**config.mk**
```make
export PLATFORM = sky130hd
export DESIGN_NAME = four_digit_seven_segment_scan
export DESIGN_NICKNAME = d
export VERILOG_FILES = /design/src/rtl/core/fdss_pkg.sv /design/src/rtl/core/fdss_digit_decode.sv /design/src/rtl/core/four_digit_seven_segment_scan.sv
export SDC_FILE = /design/constraint.sdc
export NUM_CORES = 1
export LEC_CHECK = 0
export BUFFER_PORTS_ARGS = -buffer_cell sky130_fd_sc_hd__buf_2
export CORE_AREA = 2 2 197 199
export DETAILED_ROUTE_END_ITERATION = 6
export DIE_AREA = 0 0 199 201
export GPL_TIMING_DRIVEN = 1
export SYNTH_ARGS = -nofsm -noshare
export SYNTH_HDL_FRONTEND = slang
export SYNTH_HIERARCHICAL = 1
export SYNTH_SLANG_ARGS = --single-unit
```
**constraint.sdc**
```tcl
create_clock -name clk -period 13.3 [get_ports clk]
set_input_delay 0 -clock clk [delete_from_list [all_inputs] [get_ports clk]]
set_output_delay 0 -clock clk [all_outputs]
set_load 0.005 [all_outputs]
```
**src/rtl/core/fdss_pkg.sv**
```systemverilog
// Shared types, constants and lookup tables for the four-digit seven-segment scan block.
// No dependencies. Every other file in rtl/core imports this package.
`default_nettype none

package fdss_pkg;

    // Number of scanned digit positions. The supported range is 1 to 8.
    localparam int DIGIT_COUNT = 4;
    localparam int POS_W       = (DIGIT_COUNT > 1) ? $clog2(DIGIT_COUNT) : 1;

    localparam int SWITCH_W  = 16;
    localparam int BUTTON_W  = 2;
    localparam int REMOTE_W  = 8;
    localparam int ANODE_W   = 4;
    localparam int SEGMENT_W = 8;
    localparam int DIGIT_W   = 4;

    // Button bits.
    localparam int BTN_LOCAL  = 0;
    localparam int BTN_REMOTE = 1;

    // A digit is taken from the fractional part of value / 10^(p+1), which is
    // approximated by value * ceil(2^FRAC_SHIFT / 10^(p+1)) in fixed point.
    localparam int FRAC_SHIFT = 33;
    localparam int RECIP_W    = 30;
    localparam int RECIP_IDX_W = 3;
    localparam int PRODUCT_W  = SWITCH_W + RECIP_W;
    localparam int TIMES10_W  = FRAC_SHIFT + DIGIT_W;

    localparam logic [RECIP_W-1:0] RECIP_TABLE [2**RECIP_IDX_W] = '{
        30'd858993460,
        30'd85899346,
        30'd8589935,
        30'd858994,
        30'd85900,
        30'd8590,
        30'd859,
        30'd86
    };

    // Active-low hex font.
    localparam logic [SEGMENT_W-1:0] SEG_FONT [2**DIGIT_W] = '{
        8'hC0, 8'hF9, 8'hA4, 8'hB0, 8'h99, 8'h92, 8'h82, 8'hF8,
        8'h80, 8'h90, 8'h88, 8'h83, 8'hC6, 8'hA1, 8'h86, 8'h8E
    };

    // What the decoder drives for one digit position.
    typedef struct packed {
        logic [ANODE_W-1:0]   anode;
        logic [SEGMENT_W-1:0] segment;
    } fdss_drive_t;

endpackage

`default_nettype wire

```
**src/rtl/core/fdss_digit_decode.sv**
```systemverilog
// Digit extraction and font lookup for one scan position.
// Depends on fdss_pkg for the reciprocal table, the font and the drive struct.
`default_nettype none

module fdss_digit_decode
    import fdss_pkg::*;
(
    input  wire logic [SWITCH_W-1:0] shown,
    input  wire logic [POS_W-1:0]    pos,
    output fdss_drive_t              drive
);

    logic [RECIP_W-1:0]    recip;
    logic [PRODUCT_W-1:0]  product;
    logic [TIMES10_W-1:0]  frac_ext;
    logic [TIMES10_W-1:0]  times10;
    logic [DIGIT_W-1:0]    digit;

    // The integer part of the product is the value modulo nothing we need; the
    // fractional part scaled by ten gives the wanted decimal digit directly.
    assign recip    = RECIP_TABLE[RECIP_IDX_W'(pos)];
    assign product  = PRODUCT_W'(shown) * PRODUCT_W'(recip);
    assign frac_ext = TIMES10_W'(product[FRAC_SHIFT-1:0]);
    assign times10  = (frac_ext << 3) + (frac_ext << 1);
    assign digit    = times10[TIMES10_W-1:FRAC_SHIFT];

    always_comb
    begin
        drive.segment = SEG_FONT[digit];
        if (int'(pos) < ANODE_W)
        begin
            drive.anode = ~(ANODE_W'(1) << pos);
        end
        else
        begin
            drive.anode = '1;
        end
    end

endmodule

`default_nettype wire

```
**src/rtl/core/four_digit_seven_segment_scan.sv**
```systemverilog
// Top level of the four-digit multiplexed seven-segment scan controller.
// Depends on fdss_pkg and fdss_digit_decode.
//
// Usage:
//   Each input transaction (in_valid, in_stall, switches, buttons, remote_byte) is one
//   scan tick. Button bit 0 selects the local view of the switches; otherwise button
//   bit 1 latches remote_byte and selects the remote view. No button keeps the view.
//   Each tick yields one output transaction (out_valid, out_stall): the active-low
//   anode for the current digit position, the font pattern of that decimal digit of
//   the shown value, and the switch value echoed on led_lines. The position then
//   advances modulo DIGIT_COUNT.
//   Each transaction is held first in the input register and then in the result
//   register, from which it is presented.
//   Throughput: one transaction per cycle while out_stall is low; the digit multiply
//   and font lookup sit in a single stage between the two registers.
//   Reset: asynchronous, active low. The view returns to local, the held byte and the
//   digit position clear, and both pipeline registers empty.
//   Stall: a stalled result holds its value. An empty input register still takes one
//   more transaction; with both registers full, in_stall follows out_stall in the same cycle.
`default_nettype none

module four_digit_seven_segment_scan
    import fdss_pkg::*;
(
    input  wire logic                 clk,
    input  wire logic                 rst_n,
    input  wire logic                 in_valid,
    output logic                      in_stall,
    input  wire logic [SWITCH_W-1:0]  switches,
    input  wire logic [BUTTON_W-1:0]  buttons,
    input  wire logic [REMOTE_W-1:0]  remote_byte,
    output logic                      out_valid,
    input  wire logic                 out_stall,
    output logic [ANODE_W-1:0]        anode_lines,
    output logic [SEGMENT_W-1:0]      segment_lines,
    output logic [SWITCH_W-1:0]       led_lines
);

    logic                 show_remote_reg, show_remote_next;
    logic [REMOTE_W-1:0]  held_remote_reg, held_remote_next;
    logic [POS_W-1:0]     position_reg, position_next;

    logic                 s1_valid_reg;
    logic [SWITCH_W-1:0]  s1_shown_reg, s1_shown_next;
    logic [POS_W-1:0]     s1_pos_reg;
    logic [SWITCH_W-1:0]  s1_switches_reg;

    logic                 out_valid_reg;
    fdss_drive_t          out_drive_reg;
    logic [SWITCH_W-1:0]  out_leds_reg;

    fdss_drive_t          drive;
    logic                 accept;
    logic                 out_free;
    logic                 s1_free;

    assign out_free = !out_valid_reg || !out_stall;
    assign s1_free  = !s1_valid_reg || out_free;
    assign in_stall = !s1_free;
    assign accept   = in_valid && s1_free;

    // View selection: the local button wins over the remote button.
    always_comb
    begin
        show_remote_next = show_remote_reg;
        held_remote_next = held_remote_reg;
        priority if (buttons[BTN_LOCAL])
        begin
            show_remote_next = 1'b0;
        end
        else if (buttons[BTN_REMOTE])
        begin
            show_remote_next = 1'b1;
            held_remote_next = remote_byte;
        end

        s1_shown_next = show_remote_next ? SWITCH_W'(held_remote_next) : switches;

        if (int'(position_reg) == DIGIT_COUNT - 1)
        begin
            position_next = '0;
        end
        else
        begin
            position_next = position_reg + POS_W'(1);
        end
    end

    always_ff @(posedge clk or negedge rst_n)
    begin
        if (!rst_n)
        begin
            show_remote_reg <= 1'b0;
            held_remote_reg <= '0;
            position_reg    <= '0;
            s1_valid_reg    <= 1'b0;
            out_valid_reg   <= 1'b0;
        end
        else
        begin
            if (accept)
            begin
                show_remote_reg <= show_remote_next;
                held_remote_reg <= held_remote_next;
                position_reg    <= position_next;
            end
            if (s1_free)
            begin
                s1_valid_reg <= in_valid;
            end
            if (out_free)
            begin
                out_valid_reg <= s1_valid_reg;
            end
        end
    end

    always_ff @(posedge clk)
    begin
        if (accept)
        begin
            s1_shown_reg    <= s1_shown_next;
            s1_pos_reg      <= position_reg;
            s1_switches_reg <= switches;
        end
        if (out_free && s1_valid_reg)
        begin
            out_drive_reg <= drive;
            out_leds_reg  <= s1_switches_reg;
        end
    end

    fdss_digit_decode u_decode (
        .shown (s1_shown_reg),
        .pos   (s1_pos_reg),
        .drive (drive)
    );

    assign out_valid     = out_valid_reg;
    assign anode_lines   = out_drive_reg.anode;
    assign segment_lines = out_drive_reg.segment;
    assign led_lines     = out_leds_reg;

endmodule

`default_nettype wire

```
==> run_results.csv, run 1 <==
group,metric,value,unit
timing,timing.setup.tns,0,ns
clock_tree,cts_setup_buffers,0,
setup_path,crit_path_end_kind,"register",
floorplanning,core-area,38100,um^2
drt,num_vias,10700,
clock_tree,numCtsBuffers,9,
floorplanning,start_util,0.394,
status,outcome,"finished clean",
setup_path,required,13.38,ns
placement,post-dp-hpwl,31900,um
drt,drc,0,
run,cap_violations,0,
drt,first_pass_iters,5,
timing,worst_slew_pin_slew,0.885,ns
logic_synthesis,synth-edff-count,62,
floorplanning,die_w,199,um
timing,slew_viol_final,0,
timing,period_minus_slack,10.82,ns
setup_path,slowest_stage,"ha_1",
placement,gp_congestion,0.951,
clock_tree,htreeDepth,3,
clock_tree,cts_root_buf,"clkbuf_16",
timing,clock_skew,0.00427,ns
logic_synthesis,synth_area,15000,um^2
logic_synthesis,synth_seq_cells,75,
setup_path,crit_buf_inv,8,
logic_synthesis,synth_nets,1996,
grt,antenna_found_initial,0,
timing,period_share,0.814,
setup_path,worstPathArrival,10.91,ns
drt,drt_iter0_markers,640,
grt,grt.overflow.total,0,
timing,timing.max_slew.rel_slack,0.410,
clock_tree,clock_sinks,75,
logic_synthesis,synth.yosys.seq_area_share,0.146,
drt,postRouteAntennaNets,0,
floorplanning,fp.dieArea,40000,um^2
clock_tree,cts_buffer_depth,2,
logic_synthesis,ys_types,78,
grt,first_global_vias,11300,
finish,fin_nets,2058,
finish,drive_above_1_share,0.0740,
finish,most-common-layout-cells,"inv_1, fa_1, ha_1",
drt,vias_per_cell,5.04,
grt,grt_pass1_wl,59900,um
floorplanning,rows,72,
finish,num_antenna_cells,0,
finish,layout_commonest_cell,"inv_1",
finish,syn_to_final_growth,9.06,%
logic_synthesis,synth-warning-count,6,
timing,setup_viol,0,
min_path,min_path_type,"in -> reg",
logic_synthesis,syn_inst,1542,
logic_synthesis,async_flop_share,0.173,
placement,portBuffers,59,
timing,final_hold_viol_count,0,
drt,routed_wl,37200,um
logic_synthesis,synthFlopType,"edfxtp_1",
grt,gr-usage-all-layers,0.193,
grt,grt_max_degree,29,
timing,fmax,92.4,MHz
setup_path,critical_path_class,"reg -> reg",
floorplanning,ios,60,
setup_path,cp_common_cell,"inv_1",
floorplanning,die_y,201,um
timing,rsz0062_at_grt,"no",
logic_synthesis,avgSynthCellArea,9.73,um^2
clock_tree,clk_latency,0.33,ns
drt,drt-wirelength-per-cell,17.5,um
clock_tree,tritoncts,"yes",
setup_path,critPathLaunchType,"register",
setup_path,slowest_delay,0.86,ns
setup_path,cp_top_family,"adder cells",
setup_path,path_max_fanout,26,
clock_tree,clk_pin_slew,0.06,ns
## per-stage QoR
step                hold WS [ns]  area, um^2  utilization  instances  worst slack (ns)
global route               0.118       16400        0.429       2127              1.91
detailed placement       -0.0879       15800        0.414       2084              2.60
CTS                       0.0809       16400        0.429       2127              2.59
global placement         -0.0866       15800        0.414       2084              2.83
finish                    0.0946       16400        0.429       2127              2.48
floorplan                 -0.296       15000            -       1542              4.11
## synth_stat cells (8+ instances only)
cell / instances / area, um^2
dfrtp_1: 13 / 325
a211oi_1: 9 / 67.6
nand2_1: 94 / 353
a22oi_1: 17 / 128
o21a_1: 10 / 75.1
a21o_1: 17 / 128
nand2b_1: 28 / 175
nand3_1: 17 / 85.1
a21oi_1: 43 / 215
nor2_1: 32 / 120
and2_1: 48 / 300
mux2_4: 9 / 135
xor2_1: 8 / 70.1
nand4_1: 8 / 50.1
fa_1: 249 / 4980
edfxtp_1: 62 / 1860
o21ai_0: 32 / 160
ha_1: 175 / 2190
clkbuf_1: 28 / 105
inv_1: 397 / 1490
o211ai_1: 9 / 67.6
xnor2_1: 39 / 342
nor2b_1: 69 / 432
## path summary, 6_finish.rpt
check	endpoint	from	depth (start not counted)	slack, ns
max	segment_lines[0]	s1_pos_reg[0]	35	2.48
min	s1_shown_reg[7]	buttons[1]	2	0.09
max reg2reg	segment_lines[0]	s1_pos_reg[0]	35	2.48
min reg2reg	led_lines[15]	s1_switches_reg[15]	0	0.42
max in group asynchronous	held_remote_reg[2]	rst_n	2	12.95
min in group asynchronous	s1_valid_reg	rst_n	2	0.10
## worst register-to-register path, delay by kind of cell, from the launching register on
| family | cells | cell delay [ns] |
|---|---|---|
| AOI/OAI and AO/OA | 11 | 2.57 |
| xor gates and xnor gates | 1 | 0.38 |
| adders and majority gates | 10 | 4.49 |
| buffers and inverters | 8 | 1.45 |
| DFF | 1 | 0.35 |
| muxes | 2 | 0.44 |
| and+or+nand+nor | 3 | 0.91 |
## per-layer routing
metal	routed length (um)	global-route usage	up-vias
met4	667	0.0464	0
met5	0	0	-
met3	1870	0.0267	34
met2	18700	0.332	279
li1	-	-	4991
met1	15900	0.256	5425
## what timing repair did
item | 4_1_cts | 5_1_grt
gates resized for setup | 0 | 0
endpoints found under the hold margin | 52 | 0
hold buffers | 27 | 0
## kinds of logic (layout without fill, tap and decap cells)
logic type               after synthesis  count (layout)  share of synthesized area
AND/OR/NAND/NOR                      326             326                      0.115
buffers and inverters                438             505                      0.113
XOR/XNOR                              47              47                     0.0274
adder cells (fa/ha/maj)              425             425                      0.479
other                                  1               1                   0.000250
AO/OA/AOI/OAI                        212             212                      0.105
multiplexers                          18              18                     0.0153
flip-flops                            75              75                      0.146
## cell type report
type | count | area (um^2)
Clock buffer | 9 | 225
Fill cell | 3685 | 21700
Timing Repair Buffer | 90 | 596
Tap cell | 518 | 648
Multi-Input combinational cell | 1029 | 11100
Clock inverter | 7 | 82.6
Sequential cell | 75 | 2190
Inverter | 399 | 1500
Power of run 1 is not shown: default switching activity piles up to over one toggle a cycle in this logic, so the estimate is an artifact.
==> run 2: changes to the inputs <==
ABC_AREA = 1   (was not set)
CORE_AREA = 2 2 201 203   (was 2 2 197 199)
DIE_AREA = 0 0 203 205   (was 0 0 199 201)
clock period = 10.8 ns   (was 13.3 ns; I/O delays follow)
==> run 2 against run 1 <==
  * Sequential cell count unchanged
  * Design area up 3.9%
  * Largest cell class unchanged
  * Cell count up 20%
==> run_results.csv, run 2 <==
group,metric,value,unit
status,outcome,"finished clean",
floorplanning,rows,73,
setup_path,worstPathArrival,9.16,ns
clock_tree,cts_setup_buffers,0,
drt,drc,0,
clock_tree,cts_buffer_depth,2,
logic_synthesis,synth_area,15600,um^2
logic_synthesis,synth_nets,2404,
logic_synthesis,synth_top_cells_by_area,"fa_1, ha_1, inv_1",
finish,fillerInstances,3964,
finish,most-common-layout-cells,"inv_1, nand2_1, fa_1",
timing,period_minus_slack,9.04,ns
finish,num_antenna_cells,0,
setup_path,crit_buf_inv,9,
drt,drt_iter0_markers,903,
clock_tree,htreeDepth,3,
timing,slew_viol_final,0,
logic_synthesis,synth-edff-count,62,
finish,syn_to_final_growth,8.79,%
placement,portBuffers,59,
floorplanning,fp.dieArea,41600,um^2
timing,rsz0062_at_grt,"no",
grt,grt_pass1_wl,67600,um
clock_tree,cts_hold_buf,19,
logic_synthesis,synth_largest_area_cell,"fa_1",
logic_synthesis,yosysMostFrequentCell,"inv_1",
finish,fin_nets,2476,
clock_tree,cts_root_buf,"clkbuf_16",
timing,setup_viol,0,
grt,first_global_vias,13000,
timing,final_hold_viol_count,0,
logic_synthesis,ys_types,47,
placement,gp_congestion,0.951,
timing,period_share,0.837,
clock_tree,numCtsBuffers,9,
logic_synthesis,async_flop_share,0.173,
setup_path,cp_top_family,"adder cells",
drt,num_vias,12100,
run,cap_violations,0,
clock_tree,clock_sinks,75,
grt,grt_max_degree,44,
logic_synthesis,synth.yosys.seq_area_share,0.140,
finish,drive_above_1_share,0.0824,
setup_path,slowest_stage,"ha_1",
drt,postRouteAntennaNets,0,
placement,dpl_cell_area,16500,um^2
min_path,min_path_type,"in -> reg",
drt,routed_wl,42000,um
clock_tree,cts_resized,0,
setup_path,required,10.91,ns
logic_synthesis,synthFlopType,"edfxtp_1",
drt,first_pass_iters,5,
grt,grt.overflow.total,0,
placement,post-dp-hpwl,36400,um
timing,timing.max_slew.rel_slack,0.260,
timing,worst_slew_pin_slew,1.11,ns
logic_synthesis,synth-warning-count,6,
logic_synthesis,synth_top_area_frac,0.319,
setup_path,slowest_delay,0.74,ns
setup_path,critical_path_class,"reg -> reg",
floorplanning,ios,60,
setup_path,cp_common_cell,"inv_1",
timing,timing.setup.tns,0,ns
floorplanning,start_util,0.397,
drt,vias_per_cell,4.75,
grt,gr-usage-all-layers,0.211,
finish,final_area,17000,um^2
drt,drt-wirelength-per-cell,16.4,um
floorplanning,die_y,205,um
timing,clock_skew,0.00958,ns
floorplanning,core-area,39400,um^2
logic_synthesis,avgSynthCellArea,8.01,um^2
setup_path,path_max_fanout,25,
setup_path,critPathLaunchType,"register",
logic_synthesis,ys_top_cells_by_count,"inv_1, nand2_1, fa_1",
timing,fmax,111,MHz
finish,layout_commonest_cell,"inv_1",
logic_synthesis,syn_inst,1950,
clock_tree,clk_latency,0.36,ns
logic_synthesis,synth_seq_cells,75,
grt,antenna_found_initial,0,
clock_tree,tritoncts,"yes",
floorplanning,die_w,203,um
clock_tree,clk_pin_slew,0.07,ns
setup_path,crit_path_end_kind,"register",
==> run 2: layer usage <==
layer / global-route usage / share of wire / vias up
li1: - / - / 5888
met1: 0.272 / 0.44 / 5787
met2: 0.366 / 0.47 / 371
met3: 0.0231 / 0.051 / 73
met4: 0.0772 / 0.035 / 0
met5: 0 / 0 / -
==> run 2: stage by stage <==
stage	worst slack, ns	util	cells	hold slack [ns]
3_5_place_dp	1.80	0.419	2517	-0.0906
6_report	1.76	0.432	2552	0.00697
4_1_cts	1.78	0.432	2552	0.000726
2_1_floorplan	2.48	-	1950	-0.296
3_3_place_gp	1.93	0.419	2517	-0.0896
5_1_grt	1.12	0.432	2552	0.0449
==> run 2: layout make-up <==
class,count,area (um^2),share of cell area
timing repair buffer,83,523,0.0308
clock buffer,9,225,0.0133
clock inverter,7,75.1,0.00442
inverter,565,2130,0.125
sequential,75,2190,0.129
multi-input combinational,1288,11200,0.659
tap,525,657,0.0387
==> run 2: cell families (layout without fill, tap and decap cells) <==
logic type / after synthesis / count (layout) / synth area share
compound gates: 91 / 91 / 0.0341
buf+inv: 587 / 664 / 0.144
simple gates: 741 / 741 / 0.205
other cells: 1 / 1 / 0.000240
fa+ha+maj: 424 / 424 / 0.459
xor+xnor: 31 / 31 / 0.0179
flops: 75 / 75 / 0.140
==> run 2: tightest hold or removal path, delay by kind of cell <==
family | cells | cell delay [ns]
buffers and inverters | 1 | 0.08
and+or+nand+nor | 4 | 0.25
==> run 2: path summary, 6_finish.rpt <==
path,from,to,slack (ns),cells after the start
hold / removal,remote_byte[7],held_remote_reg[7],0.007,5
hold reg to reg,s1_switches_reg[9],led_lines[9],0.41,0
setup / recovery,s1_pos_reg[0],segment_lines[0],1.76,40
min in group asynchronous,rst_n,held_remote_reg[3],0.06,2
max in group asynchronous,rst_n,held_remote_reg[5],10.50,2
setup reg to reg,s1_pos_reg[0],segment_lines[0],1.76,40
Power of run 2 is left out for the same reason.
==> run 3: changes to the inputs <==
clock period = 8.5 ns   (was 10.8 ns; I/O delays follow)
==> run 3 against run 2 <==
  * Clock skew up 0.0041 ns
  * Setup slack got worse by 1.3 ns
  * Design area up 3.2%
  * Fmax rose by 12%
  * Non-clock buffer count rose by 54
  * Via count is 1.6% higher
  * Critical path type unchanged
==> run_results.csv, run 3 (synthesized netlist as in run 2, its figures left out) <==
group,metric,value,unit
setup_path,worstReg2RegEnd,"segment_lines[3]",
setup_path,crit_path_end_kind,"register",
finish,most-common-layout-cells,"inv_1, nand2_1, fa_1",
grt,met3_usage,0.0242,
setup_path,r2r_setup_slack,0.42,ns
clock_tree,htreeDepth,3,
drt,postRouteAntennaNets,0,
finish,fin_nets,2530,
floorplanning,rows,73,
clock_tree,clk_latency,0.36,ns
grt,top_usage_layer,"met2",
timing,fmax,124,MHz
grt,grt.overflow.total,0,
setup_path,crit_buf_inv,10,
placement,post-dp-hpwl,38800,um
clock_tree,tritoncts,"yes",
setup_path,slowest_delay,0.52,ns
setup_path,worstPathArrival,8.20,ns
timing,setup_viol,0,
grt,grt_pass1_wl,70200,um
run,cap_violations,0,
grt,first_global_vias,13000,
clock_tree,clk_pin_slew,0.07,ns
placement,gp_congestion,0.938,
drt,routed_wl,44800,um
drt,vias_per_cell,4.72,
setup_path,cp_common_cell,"nand2_1",
setup_path,r2r_start,"s1_pos_reg[0]",
setup_path,worst_r2r_path_depth,45,
placement,portBuffers,59,
drt,drc,0,
min_path,hold_depth,5,
timing,slew_viol_final,0,
setup_path,critical_path_class,"reg -> reg",
grt,use_met2,0.396,
grt,antenna_found_initial,0,
drt,drt-wirelength-per-cell,17.2,um
min_path,hp-start,"remote_byte[4]",
setup_path,slowest_stage,"fa_1",
clock_tree,cts_buffer_depth,2,
drt,first_pass_iters,5,
timing,final_hold_viol_count,0,
grt,grt_util_met1,0.286,
timing,timing.setup.tns,0,ns
clock_tree,clock_sinks,75,
status,outcome,"finished clean",
finish,drive_above_1_share,0.120,
grt,gr-usage-all-layers,0.223,
clock_tree,numCtsBuffers,9,
drt,num_vias,12300,
finish,num_antenna_cells,0,
floorplanning,die_w,203,um
timing,clock_skew,0.0137,ns
setup_path,critPathLaunchType,"register",
timing,worst_slew_pin_slew,1.07,ns
floorplanning,ios,60,
floorplanning,start_util,0.397,
min_path,min_path_type,"in -> reg",
timing,period_share,0.950,
finish,layout_commonest_cell,"inv_1",
setup_path,path_max_fanout,7,
finish,syn_to_final_growth,12.3,%
setup_path,required,8.62,ns
setup_path,cp_top_family,"adder cells",
floorplanning,fp.dieArea,41600,um^2
drt,drt_iter0_markers,723,
clock_tree,cts_root_buf,"clkbuf_16",
floorplanning,die_y,205,um
timing,timing.max_slew.rel_slack,0.282,
grt,grt_max_degree,44,
min_path,whs_endpoint,"held_remote_reg[4]",
floorplanning,core-area,39400,um^2
timing,period_minus_slack,8.08,ns
run 3: per-stage QoR:
| step | instance area (um^2) | hold WS [ns] | util | std cells | setup WS [ns] |
|---|---|---|---|---|---|
| CTS | 17300 | 0.00880 | 0.440 | 2598 | 0.141 |
| floorplan | 15600 | -0.296 | - | 1950 | 0.181 |
| global placement | 16800 | -0.0914 | 0.427 | 2560 | 0.165 |
| global route | 17500 | 0.0530 | 0.446 | 2606 | -0.0667 |
| finish | 17500 | 0.00309 | 0.446 | 2606 | 0.421 |
| detailed placement | 16800 | -0.0907 | 0.427 | 2560 | 0.137 |
run 3: metal layers:
layer	part of all wire	up-vias
met3	0.051	65
met4	0.031	0
met1	0.43	5899
met2	0.49	345
li1	-	5999
met5	0	-
run 3: worst max-delay path by stage:
stage | startpoint | end | slack [ns] | cells past startpoint
2_1_floorplan | s1_pos_reg[0] | segment_lines[0] | 0.18 | 47
3_3_place_gp | s1_pos_reg[1] | segment_lines[0] | 0.16 | 38
3_5_place_dp | s1_pos_reg[1] | segment_lines[0] | 0.14 | 38
4_1_cts | s1_pos_reg[1] | segment_lines[0] | 0.14 | 38
5_1_grt | s1_pos_reg[0] | segment_lines[3] | -0.07 | 50
6_report | s1_pos_reg[0] | segment_lines[3] | 0.42 | 45
run 3: cell type report:
type	instances	area, um^2
flip-flops and latches	75	2190
clock inverters	7	58.8
repair buffers	137	936
clock buffers	9	225
fillers	3974	21800
multi-input cells	1288	11400
well taps	525	657
inverters	565	2130
run 3: repair_timing:
item	in CTS	in global routing
endpoints found under the setup margin	0	7
buffers inserted	0	8
hold buffers	22	0
gates resized for setup	0	38
endpoints found under the hold margin	51	0
run 3: worst register-to-register path: cells and delay by family, from the launching register on:
kind            cells  cell delay, ns
fa+ha+maj          10            3.97
simple gates       20            1.79
buf+inv            10            0.75
compound gates      3            0.49
flops               1            0.44
xor+xnor            2            0.42
Power of run 3 is left out for the same reason.
